$ cat src/rtl/core/gmh_pkg.sv
// ----------------------------------------------------------------------------
// gmh_pkg
// Shared codes, widths and stage records of the grid minimum-height
// normalizer.
// ----------------------------------------------------------------------------
package gmh_pkg;

    localparam int COORD_W      = 16;
    localparam int HEIGHT_W     = 17;
    localparam int ORIGIN_W     = 13;
    localparam int OP_W         = 2;
    localparam int STATUS_W     = 2;
    localparam int CFG_IDX_W    = 2;
    localparam int IN_TDATA_W   = 48;
    localparam int OUT_TDATA_W  = 40;
    localparam int WORD_W       = COORD_W + 1;

    localparam logic [OP_W-1:0] OP_ACCUM = 2'd0;
    localparam logic [OP_W-1:0] OP_NORM  = 2'd1;
    localparam logic [OP_W-1:0] OP_CLEAR = 2'd2;

    localparam logic [STATUS_W-1:0] STAT_OK      = 2'd0;
    localparam logic [STATUS_W-1:0] STAT_OUTSIDE = 2'd1;
    localparam logic [STATUS_W-1:0] STAT_NO_MIN  = 2'd2;

    localparam logic [CFG_IDX_W-1:0] REG_ORIGIN_X = 2'd0;
    localparam logic [CFG_IDX_W-1:0] REG_ORIGIN_Y = 2'd1;

    localparam logic signed [ORIGIN_W-1:0] ORIGIN_RESET = -13'sd128;

    typedef struct packed {
        logic                valid;
        logic [OP_W-1:0]     op;
        logic [COORD_W-1:0]  z;
        logic                in_range;
    } gmh_item_t;

    typedef struct packed {
        logic                valid;
        logic [HEIGHT_W-1:0] height;
        logic [COORD_W-1:0]  cell_floor;
        logic [STATUS_W-1:0] status;
    } gmh_result_t;

    typedef struct packed {
        logic busy;
        logic start;
    } gmh_sweep_t;

endpackage

$ cat src/rtl/core/gmh_cell_map.sv
// ----------------------------------------------------------------------------
// gmh_cell_map
// Four-stage pipeline that rounds x and y to cell coordinates, subtracts the
// grid origin and forms the grid address and the in-range flag.
// ----------------------------------------------------------------------------
module gmh_cell_map #(
    parameter int GRID_SIDE = 256,
    parameter int CELL_MM   = 10,
    parameter int AW        = $clog2(GRID_SIDE * GRID_SIDE)
) (
    input  logic                          clk,
    input  logic                          rst_n,
    input  logic                          adv,
    input  logic                          in_valid,
    input  logic [gmh_pkg::OP_W-1:0]      in_op,
    input  logic [gmh_pkg::COORD_W-1:0]   in_x,
    input  logic [gmh_pkg::COORD_W-1:0]   in_y,
    input  logic [gmh_pkg::COORD_W-1:0]   in_z,
    input  logic [gmh_pkg::ORIGIN_W-1:0]  origin_x,
    input  logic [gmh_pkg::ORIGIN_W-1:0]  origin_y,
    output gmh_pkg::gmh_item_t            item,
    output logic [AW-1:0]                 addr
);
    import gmh_pkg::*;

    localparam int D     = 2 * CELL_MM;
    localparam int M_MAX = 65536 + CELL_MM;
    localparam int MW    = $clog2(M_MAX + 1);
    localparam int SHIFT = MW;
    localparam int RECIP = (2 ** SHIFT) / D;
    localparam int RW    = $clog2(RECIP + 1);
    localparam int PW    = MW + RW;
    localparam int QMAX  = M_MAX / D;
    localparam int QW    = $clog2(QMAX + 1);
    localparam int DW    = $clog2(D + 1);
    localparam int CW    = QW + 1;
    localparam int LW    = ((CW > ORIGIN_W) ? CW : ORIGIN_W) + 1;
    localparam int SW    = $clog2(GRID_SIDE);

    // Stage 1: magnitude terms 2|v| + CELL_MM.
    logic               s1_valid_reg;
    logic [OP_W-1:0]    s1_op_reg;
    logic [COORD_W-1:0] s1_z_reg;
    logic               s1_sx_reg, s1_sy_reg;
    logic [MW-1:0]      s1_mx_reg, s1_my_reg;

    // Stage 2: reciprocal estimate of the quotient.
    logic               s2_valid_reg;
    logic [OP_W-1:0]    s2_op_reg;
    logic [COORD_W-1:0] s2_z_reg;
    logic               s2_sx_reg, s2_sy_reg;
    logic [MW-1:0]      s2_mx_reg, s2_my_reg;
    logic [QW-1:0]      s2_qx_reg, s2_qy_reg;

    // Stage 3: corrected quotient.
    logic               s3_valid_reg;
    logic [OP_W-1:0]    s3_op_reg;
    logic [COORD_W-1:0] s3_z_reg;
    logic               s3_sx_reg, s3_sy_reg;
    logic [QW-1:0]      s3_qx_reg, s3_qy_reg;

    // Stage 4: column and row relative to the origin.
    logic                 s4_valid_reg;
    logic [OP_W-1:0]      s4_op_reg;
    logic [COORD_W-1:0]   s4_z_reg;
    logic signed [LW-1:0] s4_col_reg, s4_row_reg;

    logic [COORD_W:0]     abs_x, abs_y, ext_x, ext_y;
    logic [MW-1:0]        mx_next, my_next;
    logic [PW-1:0]        prod_x, prod_y;
    logic [QW+DW-1:0]     qd_x, qd_y;
    logic [MW-1:0]        rem_x, rem_y;
    logic [QW-1:0]        qx_next, qy_next;
    logic signed [LW-1:0] cx, cy, col_next, row_next;
    logic                 in_range;

    always_comb
    begin
        ext_x   = {in_x[COORD_W-1], in_x};
        ext_y   = {in_y[COORD_W-1], in_y};
        abs_x   = in_x[COORD_W-1] ? (COORD_W+1)'(-ext_x) : ext_x;
        abs_y   = in_y[COORD_W-1] ? (COORD_W+1)'(-ext_y) : ext_y;
        mx_next = MW'({abs_x, 1'b0}) + MW'(CELL_MM);
        my_next = MW'({abs_y, 1'b0}) + MW'(CELL_MM);
    end

    assign prod_x = PW'(s1_mx_reg) * PW'(RECIP);
    assign prod_y = PW'(s1_my_reg) * PW'(RECIP);

    always_comb
    begin
        qd_x    = (QW+DW)'(s2_qx_reg) * (QW+DW)'(D);
        qd_y    = (QW+DW)'(s2_qy_reg) * (QW+DW)'(D);
        rem_x   = s2_mx_reg - MW'(qd_x);
        rem_y   = s2_my_reg - MW'(qd_y);
        qx_next = s2_qx_reg + QW'(rem_x >= MW'(D));
        qy_next = s2_qy_reg + QW'(rem_y >= MW'(D));
    end

    always_comb
    begin
        cx       = s3_sx_reg ? -LW'({1'b0, s3_qx_reg}) : LW'({1'b0, s3_qx_reg});
        cy       = s3_sy_reg ? -LW'({1'b0, s3_qy_reg}) : LW'({1'b0, s3_qy_reg});
        col_next = cx - LW'($signed(origin_x));
        row_next = cy - LW'($signed(origin_y));
    end

    always_comb
    begin
        in_range = !s4_col_reg[LW-1] && (s4_col_reg[LW-2:0] < (LW-1)'(GRID_SIDE))
                && !s4_row_reg[LW-1] && (s4_row_reg[LW-2:0] < (LW-1)'(GRID_SIDE));
        addr     = '0;
        if (in_range)
        begin
            addr = AW'(AW'(s4_row_reg[SW-1:0]) * AW'(GRID_SIDE)) + AW'(s4_col_reg[SW-1:0]);
        end
        item.valid    = s4_valid_reg;
        item.op       = s4_op_reg;
        item.z        = s4_z_reg;
        item.in_range = in_range;
    end

    always_ff @(posedge clk or negedge rst_n)
    begin
        if (!rst_n)
        begin
            s1_valid_reg <= 1'b0;
            s2_valid_reg <= 1'b0;
            s3_valid_reg <= 1'b0;
            s4_valid_reg <= 1'b0;
        end
        else if (adv)
        begin
            s1_valid_reg <= in_valid;
            s2_valid_reg <= s1_valid_reg;
            s3_valid_reg <= s2_valid_reg;
            s4_valid_reg <= s3_valid_reg;
        end
    end

    always_ff @(posedge clk)
    begin
        if (adv)
        begin
            s1_op_reg  <= in_op;
            s1_z_reg   <= in_z;
            s1_sx_reg  <= in_x[COORD_W-1];
            s1_sy_reg  <= in_y[COORD_W-1];
            s1_mx_reg  <= mx_next;
            s1_my_reg  <= my_next;

            s2_op_reg  <= s1_op_reg;
            s2_z_reg   <= s1_z_reg;
            s2_sx_reg  <= s1_sx_reg;
            s2_sy_reg  <= s1_sy_reg;
            s2_mx_reg  <= s1_mx_reg;
            s2_my_reg  <= s1_my_reg;
            s2_qx_reg  <= prod_x[SHIFT +: QW];
            s2_qy_reg  <= prod_y[SHIFT +: QW];

            s3_op_reg  <= s2_op_reg;
            s3_z_reg   <= s2_z_reg;
            s3_sx_reg  <= s2_sx_reg;
            s3_sy_reg  <= s2_sy_reg;
            s3_qx_reg  <= qx_next;
            s3_qy_reg  <= qy_next;

            s4_op_reg  <= s3_op_reg;
            s4_z_reg   <= s3_z_reg;
            s4_col_reg <= col_next;
            s4_row_reg <= row_next;
        end
    end

endmodule

$ cat config.mk
export PLATFORM = sky130hd
export DESIGN_NAME = gmh_cell_map
export DESIGN_NICKNAME = d
export VERILOG_FILES = /design/src/rtl/core/gmh_pkg.sv /design/src/rtl/core/gmh_cell_map.sv
export SDC_FILE = /design/constraint.sdc
export NUM_CORES = 1
export LEC_CHECK = 0
export BUFFER_PORTS_ARGS = -buffer_cell sky130_fd_sc_hd__buf_2
export CORE_MARGIN = 5
export CORE_UTILIZATION = 45
export CTS_BUF_LIST = sky130_fd_sc_hd__clkbuf_16
export CTS_CLUSTER_SIZE = 28
export DETAILED_ROUTE_END_ITERATION = 8
export HOLD_SLACK_MARGIN = 0.06
export SLEW_MARGIN = 10
export SYNTH_ARGS = -nofsm -noshare
export SYNTH_HDL_FRONTEND = slang
export SYNTH_SLANG_ARGS = --single-unit
export TNS_END_PERCENT = 10
$ cat constraint.sdc
create_clock -name clk -period 13.85 [get_ports clk]
set_clock_uncertainty 0.05 [all_clocks]
set_input_delay 1.385 -clock clk [delete_from_list [all_inputs] [get_ports clk]]
set_output_delay 1.385 -clock clk [all_outputs]
set_load 0.005 [all_outputs]
* Word-level counts from Yosys, hierarchy flattened
Cells that the tools add are included.
** Operators by class
- Add/sub/neg operators :: 13
- $mul :: 4
- Order comparisons :: 4
- Mux-type cells :: 5
- Reduce and logical (&&, ||, !) cells :: 5
** Operators with widths (count)
- 17-bit by 13-bit multiplier with 29-bit output (second input constant) :: 2
- 16-bit two-way mux :: 3
- 17-bit by 4-bit adder with 17-bit output (second input constant) :: 2
- 17-bit by 5-bit greater-or-equal comparator with 1-bit output (second input constant) :: 2
- 17-bit subtractor :: 2
- 16-bit negator :: 2
- 12-bit by 3-bit multiplier with 15-bit output (second input constant) :: 2
- 14-bit two-way mux :: 2
- 12-bit negator with 14-bit output :: 2
- 14-bit by 13-bit subtractor with 14-bit output :: 2
- 13-bit by 9-bit < comparator with 1-bit output (second input constant) :: 2
- 12-bit by 1-bit adder with 12-bit output :: 2
- 16-bit by 8-bit adder with 16-bit output :: 1
- 1-bit logical AND :: 3
- 1-bit logical NOT :: 2
** Word-level totals
- Flip-flop bits (word level) :: 226
- Bits of input ports :: 80
- Output and inout bits :: 36
- Word-level logic and storage cells :: 59

* Longest topological paths before layout
- Depth in word-level cells :: 5
- Gate-level depth with buffers :: 23
- Mapped depth without buffers :: 23

* Least setup slack after synthesis
No wires, ideal clock.
- Path type :: reg-to-reg
- Start point :: register s1_my_reg[6]
- End point :: register s2_qy_reg[11] (data pin)
- Setup time :: 0.260 ns
- Data arrival time :: 4.653 ns
- Setup slack :: 8.887 ns
- Stages on the path, launching flop included :: 17
- Buffers on the path :: 0
- Cell sequence :: edfxtp_1 ha_1 inv_1 fa_1 fa_1 inv_1 fa_1 fa_1 ha_1 o21ai_0 a22oi_1 o2111ai_1 nand3_1 a41oi_1 o311ai_0 a21oi_1 xnor2_1
** Between the ends
- Word-level cells in the longest chain between the ends :: 1
** Ends and longest elaborated chain
- from (decl) :: line gmh_cell_map.sv:45 : logic [MW-1:0] s1_mx_reg, s1_my_reg;
- from (signal assigned) :: line gmh_cell_map.sv:150 : s1_my_reg <= my_next;
- 17-bit by 13-bit multiplier with 29-bit output :: line gmh_cell_map.sv:88 : assign prod_y = PW'(s1_my_reg) * PW'(RECIP);
- named net prod_y[28] :: line gmh_cell_map.sv:70 : logic [PW-1:0] prod_x, prod_y;
- to (signal assigned) :: line gmh_cell_map.sv:159 : s2_qy_reg <= prod_y[SHIFT +: QW];
- to (decl) :: line gmh_cell_map.sv:53 : logic [QW-1:0] s2_qx_reg, s2_qy_reg;
The timed path passes the listed nets, and every way through them passes these cells.
A chain may end at the register's enable or synchronous reset.

* Worst setup path in the final report
- Start point :: register s2_qy_reg[3]
- End point :: register s3_qy_reg[8] (data pin)
** Between the ends
- Word-level cells in the longest chain between the ends :: 4
** Ends and longest elaborated chain
- 12-bit by 3-bit multiplier with 15-bit output :: line gmh_cell_map.sv:93 : qd_y = (QW+DW)'(s2_qy_reg) * (QW+DW)'(D);
- 17-bit subtractor :: line gmh_cell_map.sv:95 : rem_y = s2_my_reg - MW'(qd_y);
- 17-bit by 5-bit greater-or-equal comparator with 1-bit output :: line gmh_cell_map.sv:97 : qy_next = s2_qy_reg + QW'(rem_y >= MW'(D));
- 12-bit by 1-bit adder with 12-bit output (*) :: line gmh_cell_map.sv:97
- named net qy_next[8] :: line gmh_cell_map.sv:73 : logic [QW-1:0] qx_next, qy_next;
- to (signal assigned) :: line gmh_cell_map.sv:166 : s3_qy_reg <= qy_next;
- to (decl) :: line gmh_cell_map.sv:60 : logic [QW-1:0] s3_qx_reg, s3_qy_reg;
The timed path passes the listed nets; every way through them passes the cells marked *.

==> flow_summary.yaml <==
timing:
  tightest_slew_ns: 1.05
  finalHoldViolCount: 0
  setup_viol: 0
  drv_slew: 0
  tns_ns: 0
  fin_crit_sh_pct: 39.0
  rsz0062_at_grt: "no"
  post-route-min-period_ns: 5.40
  relSlewSlack_pct: 30.0
  max_freq_mhz: 185
routing:
  route.detailed.drc: 0
  routed_wl_mm: 36.0
  first_iter_violations: 578
  via_count: 12300
  routedWlPerCell_um: 15.1
  final_antenna_net_count: 0
  drt-vias-per-instance: 5.16
  drt_pass1_iterations: 5
run_status:
  outcome: "complete, no violations"
floorplanning:
  initial_core_util_pct: 45.2
  fp.dieW_um: 215
  die-area_um2: 46100
  die_h_um: 215
  core_um2: 41700
  placement_rows: 75
  num_io_pins: 116
job:
  max_cap_viol_count: 0
synthesis:
  synth_xor_area_share_pct: 7.58
  synth_top_area_share_pct: 34.4
  synthAdderAreaFrac_pct: 32.5
  syn-cell-area_um2: 18800
  synth_ff_type: "edfxtp_1"
  yosysTopAreaCell: "edfxtp_1"
  yosys_warnings: 0
  synth_compound_area_share_pct: 9.77
  synth-edff-count: 216
  syn_nets: 2191
  ys_types: 68
  synth_top_family_by_area: "adder cells"
  synthArstFlopShare_pct: 1.82
  synthSimpleGateAreaFrac_pct: 9.03
  synth_mux_area_share_pct: 0.565
  synth_cells: 1693
  synth_seq_cells: 220
  synth_area_per_cell_um2: 11.1
  synth_seq_area_share_pct: 35.0
  ys_top_cells_by_area: "edfxtp_1, ha_1, fa_1, xnor2_1, inv_1"
global_route:
  busiest_layer: "met2"
  grt_max_degree: 82
  grt_usage_pct: 15.6
  use_met2_pct: 25.6
  antenna_found_initial: 1
  grt_overflow: 0
  grt_pass1_vias: 12500
  grt.met3_usage_pct: 2.32
  grt_use_met1_pct: 22.1
  grt_pass1_wl_mm: 60.8
cts:
  clock_latency_ns: 0.55
  post-cts-setup-buffer-count: 0
  clk_pin_slew_worst_paths_ns: 0.06
  htree_levels: 1
  cts-root-buf: "clkbuf_16"
  cts_tree: "built"
  cts_hold_buf: 0
  clock-sinks: 220
  cts_resized: 0
  numCtsBuffers: 27
  cts.path.max_buffers: 3
hold_path:
  min_from: "s2_z_reg[4]"
  min-delay-path-class: "flip-flop to flip-flop"
setup_path:
  cpPeakStageDelay_ns: 0.49
  cp_slowest_cell: "edfxtp_1"
  end_kind: "flip-flop"
  start_kind: "flip-flop"
  crit_type: "flip-flop to flip-flop"
  crit_chain: "ha_1, ha_1, fa_1, a21o_1, a21oi_1, o21bai_1, a21oi_1, xnor2_1, ha_1, a21oi_1, a21boi_0, a21oi_1, o21a_1, o21a_1, o2111a_1, o211ai_1, ha_1, ha_1, inv_1, nor2_1, nand3_1, xnor2_1"
  crit_start: "s2_qy_reg[3]"
  r2r_start: "s2_qy_reg[3]"
  critPathRequiredTime_ns: 14.08
  critical_path.most_common_cell: "ha_1"
  critPathMaxFanout: 6
  worstPathArrival_ns: 5.64
placed_design:
  place_congestion: 0.870
  io_buffers: 115
  dp_hpwl_mm: 29.4
finish:
  drive_gt1_share_pct: 9.45
  area_delta_synth_final_pct: 11.0
  nets: 2319
  antennaDiodeCount: 0
## critical path: cells and delay by family, from the launching register on
kind                     cells  cell delay [ns]
XOR/XNOR                     2             0.30
AO/OA/AOI/OAI               11             2.20
flip-flops                   1             0.49
AND/OR/NAND/NOR              2             0.34
adder cells (fa/ha/maj)      6             1.71
buffers and inverters        1             0.06
## cells by family after synthesis
| family | after synthesis |
|---|---|
| buf+inv | 276 |
| xor+xnor | 163 |
| mux | 10 |
| flops | 220 |
| simple gates | 326 |
| compound gates | 280 |
| fa+ha+maj | 418 |
## cell usage after synthesis (all sizes together), types with 7 or more instances
library cell  instances
nor3                 23
xnor2               114
nor2b                11
a21oi                63
edfxtp              216
a21o                 26
xor2                 49
ha                  298
a31oi                15
nand3                26
nand2b               15
o21ai                69
inv                 258
nand2                64
fa                  120
and3                 17
and2                 25
nand4                 9
o31ai                 7
a211oi               10
or3                  20
or4                   7
nor4                 13
nor2                 72
o21a                 13
o21bai               11
clkbuf               12
o41ai                 8
## final cells by class
class	instances	area, um^2
clock buffers	27	676
clock inverters	23	209
fillers	3736	20700
inverters	258	968
multi-input cells	1197	11200
flip-flops and latches	220	6590
well taps	539	674
repair buffers	117	599
## per-stage QoR
step | setup slack, ns | instance area (um^2) | util [%] | instances | hold slack, ns
global placement | 8.60 | 20000 | 48.1 | 2331 | 0.350
global route | 8.01 | 20900 | 50.2 | 2381 | 0.372
finish | 8.45 | 20900 | 50.2 | 2381 | 0.365
floorplan | 8.89 | 18800 | - | 1693 | 0.350
CTS | 8.42 | 20900 | 50.2 | 2381 | 0.366
detailed placement | 8.45 | 20000 | 48.1 | 2331 | 0.355
## layer usage
metal | vias up | routed length (um)
met5 | - | 0
met4 | 0 | 627
met3 | 37 | 1440
met2 | 187 | 16400
met1 | 5850 | 17500
li1 | 6221 | -
## cells in the final DEF (no fill, tap or decap), drive strengths merged, types with 5 or more instances in the layout
cell      n
o21bai   11
or2       5
a21o     26
o21a     13
nor4     13
or4       7
o31ai     7
a311oi    5
buf     116
nor2     72
o211ai    6
clkbuf   28
and3     17
a21boi    6
a21oi    63
nand2    64
o21ai    69
o311ai    6
mux2      5
clkinv   13
nand4b    6
nand4     9
nor3     23
a211oi   10
o41ai     8
nand3b    6
mux2i     5
xnor2   114
edfxtp  216
nor2b    11
a31oi    15
or3      20
fa      120
xor2     49
nand2b   15
ha      298
and2     25
nand3    26
inv     264
## final timing paths
check                                to  slack (ns)  depth (start not counted)
setup reg to reg           s3_qy_reg[8]        8.45                         22
min in group asynchronous  s4_valid_reg        0.60                          1
hold reg to reg             s3_z_reg[4]        0.37                          0
hold / removal              s3_z_reg[4]        0.37                          0
setup / recovery           s3_qy_reg[8]        8.45                         22
max in group asynchronous  s2_valid_reg       13.04                          1
Power is left out: the tool's default activity adds up to more than one toggle a clock period on the data nets, which glitch-free logic cannot reach.
